## config.mk

```make
export PLATFORM = sky130hd
export DESIGN_NAME = netlink_log_record_parser_core
export DESIGN_NICKNAME = d
export VERILOG_FILES = /design/src/design/nllp_pkg.sv /design/src/design/nllp_res_fifo.sv /design/src/design/netlink_log_record_parser_core.sv
export SDC_FILE = /design/constraint.sdc
export NUM_CORES = 2
export LEC_CHECK = 0
export BUFFER_PORTS_ARGS = -buffer_cell sky130_fd_sc_hd__buf_4
export CAP_MARGIN = 20
export CORE_ASPECT_RATIO = 0.75
export CORE_MARGIN = 2
export CORE_UTILIZATION = 56
export CTS_CLUSTER_DIAMETER = 200
export CTS_CLUSTER_SIZE = 16
export DETAILED_ROUTE_END_ITERATION = 6
export PLACE_DENSITY = 0.76
export SYNTH_ARGS = -nofsm -noshare
export SYNTH_HDL_FRONTEND = slang
export SYNTH_SLANG_ARGS = --single-unit
```

## constraint.sdc

```tcl
create_clock -name clk -period 11.4 [get_ports clk]
set_input_delay 2.28 -clock clk [delete_from_list [all_inputs] [get_ports clk]]
set_output_delay 2.28 -clock clk [all_outputs]
set_load 0.01 [all_outputs]
```

## src/design/nllp_pkg.sv

```systemverilog
package nllp_pkg;

  localparam int unsigned MaxBufferBytesDef = 65536;
  localparam int unsigned FifoDepth = 4;
  localparam int unsigned FifoPtrW = $clog2(FifoDepth);
  localparam int unsigned FifoCntW = $clog2(FifoDepth + 1);

  localparam logic [7:0] MsgTypeLogHi = 8'd4;
  localparam logic [7:0] MsgTypeLogLo = 8'd0;
  localparam logic [13:0] AttrPacketHdr = 14'd1;
  localparam logic [13:0] AttrMark = 14'd2;
  localparam logic [13:0] AttrTimestamp = 14'd3;
  localparam logic [13:0] AttrPayload = 14'd9;

  localparam logic RecPacket = 1'b0;
  localparam logic RecSummary = 1'b1;

  typedef enum logic [4:0] {
    PH_HDR   = 5'b00001,
    PH_WAIT  = 5'b00010,
    PH_GEN   = 5'b00100,
    PH_AHDR  = 5'b01000,
    PH_ADATA = 5'b10000
  } phase_t;

  typedef struct packed {
    logic        record_kind;
    logic [15:0] payload_offset;
    logic [15:0] payload_length;
    logic [15:0] link_protocol;
    logic [31:0] packet_mark;
    logic [63:0] time_seconds;
    logic [63:0] time_microseconds;
    logic [15:0] packet_count;
    logic        walk_error;
    logic        last_result;
  } result_t;

  typedef struct packed {
    logic [1:0] count;
    result_t    first;
    result_t    second;
  } push_t;

  function automatic logic [31:0] align4(input logic [31:0] v);
    logic [31:0] s;
    s = v + 32'd3;
    return {s[31:2], 2'b00};
  endfunction

endpackage

```

## src/design/nllp_res_fifo.sv

```systemverilog
module nllp_res_fifo
  import nllp_pkg::*;
(
  input  logic                clk,
  input  logic                rst_n,
  input  push_t               push,
  input  logic                pop,
  output result_t             head,
  output logic [FifoCntW-1:0] count
);

  result_t               mem [FifoDepth];
  logic [FifoPtrW-1:0]   wp_r, rp_r;
  logic [FifoCntW-1:0]   cnt_r;
  logic [FifoPtrW-1:0]   wp1;

  assign wp1 = wp_r + FifoPtrW'(1);

  always_ff @(posedge clk) begin
    if (push.count != 2'd0) begin
      mem[wp_r] <= push.first;
    end
    if (push.count == 2'd2) begin
      mem[wp1] <= push.second;
    end
  end

  always_ff @(posedge clk) begin
    if (!rst_n) begin
      wp_r  <= '0;
      rp_r  <= '0;
      cnt_r <= '0;
    end else begin
      wp_r  <= wp_r + FifoPtrW'(push.count);
      rp_r  <= rp_r + FifoPtrW'(pop);
      cnt_r <= cnt_r + FifoCntW'(push.count) - FifoCntW'(pop);
    end
  end

  assign head  = mem[rp_r];
  assign count = cnt_r;

endmodule

```

## src/design/netlink_log_record_parser_core.sv

```systemverilog
// Byte-serial netlink log walker: takes one buffer byte per cycle with no gaps of its own.
// State for message headers, attributes and captured fields updates in the accepting cycle
// and any packet record and end-of-buffer summary are queued in a four-entry result fifo;
// a byte produces zero, one or two results. in_stall rises only when fewer than two fifo
// slots are free, so the rate is one byte per cycle while the output side keeps up.
module netlink_log_record_parser_core
  import nllp_pkg::*;
#(
  parameter int unsigned MAX_BUFFER_BYTES = MaxBufferBytesDef
) (
  input  logic        clk,
  input  logic        rst_n,
  input  logic        in_valid,
  output logic        in_stall,
  input  logic [7:0]  in_byte_value,
  input  logic [16:0] in_buffer_length,
  input  logic        in_last_byte,
  output logic        out_valid,
  input  logic        out_stall,
  output logic        out_record_kind,
  output logic [15:0] out_payload_offset,
  output logic [15:0] out_payload_length,
  output logic [15:0] out_link_protocol,
  output logic [31:0] out_packet_mark,
  output logic [63:0] out_time_seconds,
  output logic [63:0] out_time_microseconds,
  output logic [15:0] out_packet_count,
  output logic        out_walk_error,
  output logic        out_last_result
);

  localparam int unsigned PW = $clog2(MAX_BUFFER_BYTES + 1);
  localparam logic [31:0] MaxB = 32'(MAX_BUFFER_BYTES);

  logic [PW-1:0] pos_r, pos_nxt, ms_r, ms_nxt, rem_r, rem_nxt;
  logic [31:0]   ml_r, ml_nxt, ah_r, ah_nxt, mark_r, mark_nxt;
  logic [15:0]   mt_r, mt_nxt, idx_r, idx_nxt, hw_r, hw_nxt;
  logic [15:0]   poff_r, poff_nxt, plen_r, plen_nxt, cnt_r, cnt_nxt;
  logic [63:0]   sec_r, sec_nxt, usec_r, usec_nxt;
  logic          stop_r, stop_nxt;
  phase_t        ph_r, ph_nxt;

  logic                in_acc, out_acc;
  push_t               push;
  result_t             head;
  logic [FifoCntW-1:0] fcount;

  assign in_acc  = in_valid && !in_stall;
  assign out_acc = out_valid && !out_stall;
  assign in_stall  = fcount > FifoCntW'(FifoDepth - 2);
  assign out_valid = fcount != '0;

  always_comb begin
    logic [31:0] lc, pos, ms, off, nl, a, dlen, i, rem32;
    logic [13:0] ty;
    logic        run_end, pkt, rec;
    result_t     r_rec, r_sum;
    pos_nxt = pos_r; ms_nxt = ms_r; rem_nxt = rem_r; ml_nxt = ml_r; ah_nxt = ah_r;
    mark_nxt = mark_r; mt_nxt = mt_r; idx_nxt = idx_r; hw_nxt = hw_r; poff_nxt = poff_r;
    plen_nxt = plen_r; cnt_nxt = cnt_r; sec_nxt = sec_r; usec_nxt = usec_r;
    stop_nxt = stop_r; ph_nxt = ph_r;
    lc = (32'(in_buffer_length) > MaxB) ? MaxB : 32'(in_buffer_length);
    pos = 32'(pos_r);
    ms = 32'(ms_r);
    off = pos - ms;
    nl = {16'd0, ah_r[15:0]};
    ty = ah_r[29:16];
    a = '0; dlen = '0; i = '0; rem32 = '0;
    run_end = 1'b0; pkt = 1'b0; rec = 1'b0;
    r_rec = '0; r_sum = '0;
    push = '0;
    if (in_acc) begin
      if (!stop_r && pos < lc) begin
        run_end = 1'b1;
        case (ph_r)
          PH_HDR: begin
            if (off == 32'd0 && lc - ms < 32'd16) begin
              stop_nxt = 1'b1;
              run_end = 1'b0;
            end else begin
              if (off < 32'd4) begin
                ml_nxt = ml_r | (32'(in_byte_value) << {off[1:0], 3'b000});
              end else if (off == 32'd4) begin
                mt_nxt = {8'd0, in_byte_value};
              end else if (off == 32'd5) begin
                mt_nxt = mt_r | {in_byte_value, 8'd0};
              end
              if (off == 32'd15) begin
                if (ml_nxt < 32'd16 || ml_nxt > lc - ms) begin
                  stop_nxt = 1'b1;
                  run_end = 1'b0;
                end else if (mt_nxt[15:8] == MsgTypeLogHi && mt_nxt[7:0] == MsgTypeLogLo
                             && ml_nxt > 32'd20) begin
                  ph_nxt = PH_GEN;
                  rem_nxt = PW'(ml_nxt - 32'd20);
                  hw_nxt = '0; mark_nxt = '0; sec_nxt = '0; usec_nxt = '0;
                  poff_nxt = '0; plen_nxt = '0;
                end else begin
                  ph_nxt = PH_WAIT;
                end
              end
            end
          end
          PH_GEN: begin
            if (off == 32'd19) begin
              ah_nxt = '0;
              idx_nxt = '0;
              ph_nxt = (32'(rem_r) < 32'd4) ? PH_WAIT : PH_AHDR;
            end
          end
          PH_AHDR: begin
            ah_nxt = ah_r | (32'(in_byte_value) << {idx_r[1:0], 3'b000});
            idx_nxt = idx_r + 16'd1;
            if (idx_nxt == 16'd4) begin
              nl = {16'd0, ah_nxt[15:0]};
              ty = ah_nxt[29:16];
              if (nl < 32'd4 || nl > 32'(rem_r)) begin
                ph_nxt = PH_WAIT;
              end else begin
                if (ty == AttrPayload && nl > 32'd4) begin
                  poff_nxt = 16'(pos + 32'd1);
                  plen_nxt = 16'(nl - 32'd4);
                end
                idx_nxt = '0;
                a = align4(nl);
                if (a == 32'd4) begin
                  if (a > 32'(rem_r)) begin
                    ph_nxt = PH_WAIT;
                  end else begin
                    rem32 = 32'(rem_r) - a;
                    rem_nxt = PW'(rem32);
                    ah_nxt = '0;
                    ph_nxt = (rem32 < 32'd4) ? PH_WAIT : PH_AHDR;
                  end
                end else begin
                  ph_nxt = PH_ADATA;
                end
              end
            end
          end
          PH_ADATA: begin
            dlen = nl - 32'd4;
            i = 32'(idx_r);
            if (i < dlen) begin
              if (ty == AttrPacketHdr && dlen >= 32'd4 && i < 32'd2) begin
                hw_nxt = {hw_r[7:0], in_byte_value};
              end else if (ty == AttrMark && dlen >= 32'd4 && i < 32'd4) begin
                mark_nxt = {mark_r[23:0], in_byte_value};
              end else if (ty == AttrTimestamp && dlen >= 32'd16 && i < 32'd8) begin
                sec_nxt = {sec_r[55:0], in_byte_value};
              end else if (ty == AttrTimestamp && dlen >= 32'd16 && i < 32'd16) begin
                usec_nxt = {usec_r[55:0], in_byte_value};
              end
            end
            idx_nxt = idx_r + 16'd1;
            a = align4(nl);
            if (32'(idx_nxt) >= a - 32'd4) begin
              if (a > 32'(rem_r)) begin
                ph_nxt = PH_WAIT;
              end else begin
                rem32 = 32'(rem_r) - a;
                rem_nxt = PW'(rem32);
                ah_nxt = '0;
                idx_nxt = '0;
                ph_nxt = (rem32 < 32'd4) ? PH_WAIT : PH_AHDR;
              end
            end
          end
          default: begin
          end
        endcase
        if (run_end && ph_nxt != PH_HDR) begin
          pkt = mt_nxt[15:8] == MsgTypeLogHi && mt_nxt[7:0] == MsgTypeLogLo
                && ml_nxt > 32'd20;
          if (pkt && {1'b0, pos} + 33'd1 == {1'b0, ms} + {1'b0, ml_nxt}) begin
            rec = plen_nxt != 16'd0;
            cnt_nxt = cnt_r + 16'd1;
            ph_nxt = PH_WAIT;
          end
          if ({1'b0, pos} + 33'd1 == {1'b0, ms} + {1'b0, align4(ml_nxt)}) begin
            ms_nxt = PW'(pos + 32'd1);
            ml_nxt = '0;
            mt_nxt = '0;
            ph_nxt = PH_HDR;
          end
        end
      end
      r_rec.record_kind = RecPacket;
      r_rec.payload_offset = poff_nxt;
      r_rec.payload_length = plen_nxt;
      r_rec.link_protocol = hw_nxt;
      r_rec.packet_mark = mark_nxt;
      r_rec.time_seconds = sec_nxt;
      r_rec.time_microseconds = usec_nxt;
      r_rec.last_result = !in_last_byte;
      r_sum.record_kind = RecSummary;
      r_sum.packet_count = cnt_nxt;
      r_sum.walk_error = lc < 32'd16;
      r_sum.last_result = 1'b1;
      if (rec) begin
        push.first = r_rec;
        push.second = r_sum;
        push.count = in_last_byte ? 2'd2 : 2'd1;
      end else if (in_last_byte) begin
        push.first = r_sum;
        push.count = 2'd1;
      end
      pos_nxt = (pos < MaxB) ? PW'(pos + 32'd1) : pos_r;
      if (in_last_byte) begin
        pos_nxt = '0; ms_nxt = '0; rem_nxt = '0; ml_nxt = '0; ah_nxt = '0;
        mark_nxt = '0; mt_nxt = '0; idx_nxt = '0; hw_nxt = '0; poff_nxt = '0;
        plen_nxt = '0; cnt_nxt = '0; sec_nxt = '0; usec_nxt = '0;
        stop_nxt = 1'b0; ph_nxt = PH_HDR;
      end
    end
  end

  always_ff @(posedge clk) begin
    if (!rst_n) begin
      pos_r <= '0; ms_r <= '0; rem_r <= '0; ml_r <= '0; ah_r <= '0;
      mark_r <= '0; mt_r <= '0; idx_r <= '0; hw_r <= '0; poff_r <= '0;
      plen_r <= '0; cnt_r <= '0; sec_r <= '0; usec_r <= '0;
      stop_r <= 1'b0; ph_r <= PH_HDR;
    end else begin
      pos_r <= pos_nxt; ms_r <= ms_nxt; rem_r <= rem_nxt; ml_r <= ml_nxt; ah_r <= ah_nxt;
      mark_r <= mark_nxt; mt_r <= mt_nxt; idx_r <= idx_nxt; hw_r <= hw_nxt;
      poff_r <= poff_nxt; plen_r <= plen_nxt; cnt_r <= cnt_nxt; sec_r <= sec_nxt;
      usec_r <= usec_nxt; stop_r <= stop_nxt; ph_r <= ph_nxt;
    end
  end

  nllp_res_fifo u_fifo (
    .clk   (clk),
    .rst_n (rst_n),
    .push  (push),
    .pop   (out_acc),
    .head  (head),
    .count (fcount)
  );

  assign out_record_kind       = head.record_kind;
  assign out_payload_offset    = head.payload_offset;
  assign out_payload_length    = head.payload_length;
  assign out_link_protocol     = head.link_protocol;
  assign out_packet_mark       = head.packet_mark;
  assign out_time_seconds      = head.time_seconds;
  assign out_time_microseconds = head.time_microseconds;
  assign out_packet_count      = head.packet_count;
  assign out_walk_error        = head.walk_error;
  assign out_last_result       = head.last_result;

  a_fifo_bound: assert property (@(posedge clk) disable iff (!rst_n)
    fcount <= FifoCntW'(FifoDepth))
    else $error("result fifo overflow");

  a_last_clears: assert property (@(posedge clk) disable iff (!rst_n)
    in_acc && in_last_byte |=> pos_r == '0 && cnt_r == '0 && !stop_r)
    else $error("state not cleared after buffer end");

  a_last_summary: assert property (@(posedge clk) disable iff (!rst_n)
    in_acc && in_last_byte |-> push.count != 2'd0)
    else $error("no summary pushed on last byte");

endmodule

```

==> impl_metrics.csv <==
group,metric,value,unit
sta,setup_viol,0,
clock_network,clockBufferDepth,3,
detailed_routing,drc,0,
detailed_routing,drt_pre_antenna_iters,6,
worst_hold_path,hold_path.class,"flip-flop to flip-flop",
synthesis,syn_inst,7012,
worst_setup_path,crit_type,"input port to flip-flop",
sta,hold_slack,0.448,ns
synthesis,syn_area,62800,um2
global_routing,first_global_vias,53000,
synthesis,synth-compound-area-share,0.196,
die,die_h,294,um
worst_hold_path,holdPathEnd,"u_fifo.mem[2][173]$_SDFFE_PP0P_",
synthesis,ys_types,98,
sta,hold_violations,0,
place,place_hpwl,137,mm
worst_hold_path,hold_start,"u_fifo.mem[2][173]$_SDFFE_PP0P_",
power,power.share.combinational,0.196,
die,ios,259,
power,p_sw_frac,0.295,
worst_setup_path,endpoint_kind,"flip-flop",
global_routing,gr-total-overflow,0,
sta,rsz0062_at_grt,"no",
detailed_routing,drtAntennaViolNets,0,
global_routing,grt_usage,0.338,
synthesis,synth_simple_gate_area_frac,0.175,
worst_setup_path,slowest_delay,0.64,ns
power,ir_drop,0.000135,V
worst_setup_path,cpMaxStageDelayCell,"or4b_2",
synthesis,ys_warn_count,0,
sta,fin_crit,10.85,ns
cells_and_area,area_delta_synth_final,11.0,%
worst_setup_path,cp_common_cell,"a21oi_1",
die,floorplan.rows,106,
global_routing,grt_pass1_wl,307,mm
clock_network,root_buffer,"clkbuf_16",
clock_network,cts.sinks,1290,
place,pre_cts_ws,-0.0618,ns
place,port_buffers,258,
synthesis,ys_seq_area_frac,0.423,
synthesis,synth_nets,7257,
worst_setup_path,rr_endpoint,"u_fifo.mem[3][223]$_SDFFE_PP0N_",
synthesis,syn_avg_cell_area,8.96,um2
synthesis,synth-edff-count,76,
worst_setup_path,critical_path_required,11.96,ns
power,power.switching,2.83,mW
detailed_routing,drtIter0Drc,6300,
sta,fmax,92.2,MHz
power,p_per_area,137,nW/um2
worst_setup_path,crit_arrival,11.41,ns
global_routing,grt_max_degree,131,
synthesis,ys_ff_latch,1290,
sta,fin_ws,0.552,ns
worst_setup_path,cp_max_fo,46,
cells_and_area,drive_gt1_frac,0.124,
cells_and_area,mostFrequentLayoutCell,"dfxtp_1",
sta,final-max-slew-violation-count,0,
clock_network,clk_pin_slew,0.07,ns
synthesis,synth_top_family_by_area,"compound AO/OA/AOI/OAI gates",
die,core-area,111000,um2
power,p_int,6.75,mW
clock_network,clkLatencyLatePin,0.73,ns
sta,final.period_utilization,0.952,
die,die_area,115000,um2
cells_and_area,layout_common_cells,"1212 x dfxtp_1, 1110 x nand2_1, 980 x o21ai_0",
place,place_congestion,1.01,
power,total_power,9.58,mW
clock_network,cts_made_buffers,90,
sta,slew_headroom,0.147,
worst_setup_path,r2r_slack,1.51,ns
detailed_routing,routed_wl,200,mm
die,start_util,0.564,
synthesis,synthFlopType,"dfxtp_1",
clock_network,h-tree-depth,3,
clock_network,ctsHoldBuffers,0,
synthesis,async_flop_share,0,
sta,tightest_slew,1.27,ns
die,die_x,391,um
synthesis,synthXorXnorAreaFrac,0.0354,
detailed_routing,vias,55700,
detailed_routing,vias_per_cell,6.51,
worst_setup_path,start_kind,"input port",
synthesis,synthMuxAreaShare,0.0853,
flow_run,cap_violations,0,
worst_hold_path,hold_path_depth,2,
clock_network,cts_tree,"done",
sta,skew,0.0355,ns
global_routing,grt_antenna_before_repair,6,
power,seqPwrFrac,0.485,
detailed_routing,route.detailed.wl_per_inst,23.4,um
power,leakagePower,25.3,nW
synthesis,synthAdderAreaFrac,0.0440,
power,clkPwrFrac,0.319,
cells_and_area,antenna_cells,0,
status,status,"finished clean",
cells_and_area,final_nets,7335,
worst_setup_path,rr_startpoint,"pos_r[0]$_SDFFE_PN0P_",
worst_setup_path,r2r.worst_path.cells,40,
area by class of cell:
class	instances	area, um2
Clock buffer	104	2330
Clock inverter	6	125
Fill cell	9150	41600
Inverter	188	721
Multi-Input combinational cell	5051	33900
Sequential cell	1290	26600
Tap cell	1458	1820
Timing Repair Buffer	469	4320
stage by stage:
step                instances  TNS, ns  utilization  cell area, um2
CTS                      8564        0        0.626           69700
finish                   8566        0        0.626           69800
floorplan                7012        0            -           62900
global placement         8454        0        0.604           67300
detailed placement       8454   -0.981        0.604           67300
global route             8566        0        0.626           69800
power by group through the flow:
| stage | Sequential, mW | Clock, mW | Combinational [mW] |
|---|---|---|---|
| 2_1_floorplan | 4.69 | 0 | 1.26 |
| 3_3_place_gp | 4.75 | 0 | 1.80 |
| 3_5_place_dp | 4.75 | 0 | 1.82 |
| 4_1_cts | 4.65 | 3.07 | 1.83 |
| 5_1_grt | 4.65 | 3.24 | 1.99 |
| 6_report | 4.65 | 3.06 | 1.87 |
cell families (layout without fill, tap and decap cells):
family / after synthesis / in the layout
and+or+nand+nor: 2329 / 2329
AOI/OAI and AO/OA: 2007 / 2007
DFF: 1290 / 1290
buffers and inverters: 671 / 767
muxes: 252 / 252
xor gates and xnor gates: 246 / 246
adders and majority gates: 217 / 217
what timing repair did:
| action | 4_1_cts | 5_1_grt |
|---|---|---|
| endpoints found under the setup margin | 0 | 936 |
| resized for setup | 0 | 4 |
| buffers inserted | 0 | 0 |
Yosys cell counts, drive strengths merged (29+ instances only):
| cell type | n | area (um2) |
|---|---|---|
| a21boi | 48 | 360 |
| a21o | 86 | 646 |
| a21oi | 183 | 931 |
| a22oi | 427 | 3210 |
| a31oi | 29 | 181 |
| and2 | 54 | 338 |
| and3 | 47 | 299 |
| buf | 67 | 279 |
| clkbuf | 416 | 1560 |
| dfxtp | 1214 | 24300 |
| edfxtp | 76 | 2280 |
| ha | 208 | 2600 |
| inv | 186 | 698 |
| mux4 | 227 | 5110 |
| nand2 | 1118 | 4200 |
| nand3 | 110 | 556 |
| nand4 | 60 | 375 |
| nor2 | 287 | 1080 |
| nor2b | 273 | 1710 |
| nor3 | 153 | 771 |
| nor4 | 57 | 408 |
| o21a | 31 | 233 |
| o21ai | 982 | 4910 |
| or3 | 49 | 307 |
| xnor2 | 167 | 1460 |
| xor2 | 74 | 648 |
critical path: cells and delay by family:
kind	cells	cell delay, ns
XOR/XNOR	2	0.66
buffers and inverters	7	0.99
AO/OA/AOI/OAI	17	3.79
AND/OR/NAND/NOR	10	2.54
adder cells (fa/ha/maj)	4	1.10
how the worst max path moves through the flow:
stage,startpoint,end
2_1_floorplan,in_buffer_length[16],u_fifo.mem[3][0]$_DFFE_PP_
3_3_place_gp,in_buffer_length[16],u_fifo.mem[3][4]$_DFFE_PP_
3_5_place_dp,in_buffer_length[16],u_fifo.mem[1][130]$_SDFFE_PP0P_
4_1_cts,in_buffer_length[16],u_fifo.mem[1][121]$_SDFFE_PP0P_
5_1_grt,in_buffer_length[16],u_fifo.mem[3][202]$_SDFFE_PP0N_
6_report,in_buffer_length[16],u_fifo.mem[3][223]$_SDFFE_PP0N_
metal layers:
metal  track usage  part of all wire  vias up
li1              -                 -    25300
met1         0.486              0.43    27200
met2         0.500              0.43     2873
met3        0.0787              0.11      416
met4         0.113             0.032        4
met5             0           0.00010        -
state kept, by name, summed over array words and instances (netlist names):
register,count
u_fifo.mem,908
sec_r,64
usec_r,64
mark_r,32
ml_r,32
ah_r,30
ms_r,17
pos_r,17
rem_r,17
cnt_r,16
hw_r,16
idx_r,16
mt_r,16
plen_r,16
poff_r,16
ph_r,5
u_fifo.count,3
u_fifo.rp_r,2
u_fifo.wp_r,2
stop_r,1
Power figures use the tool's default switching activity.
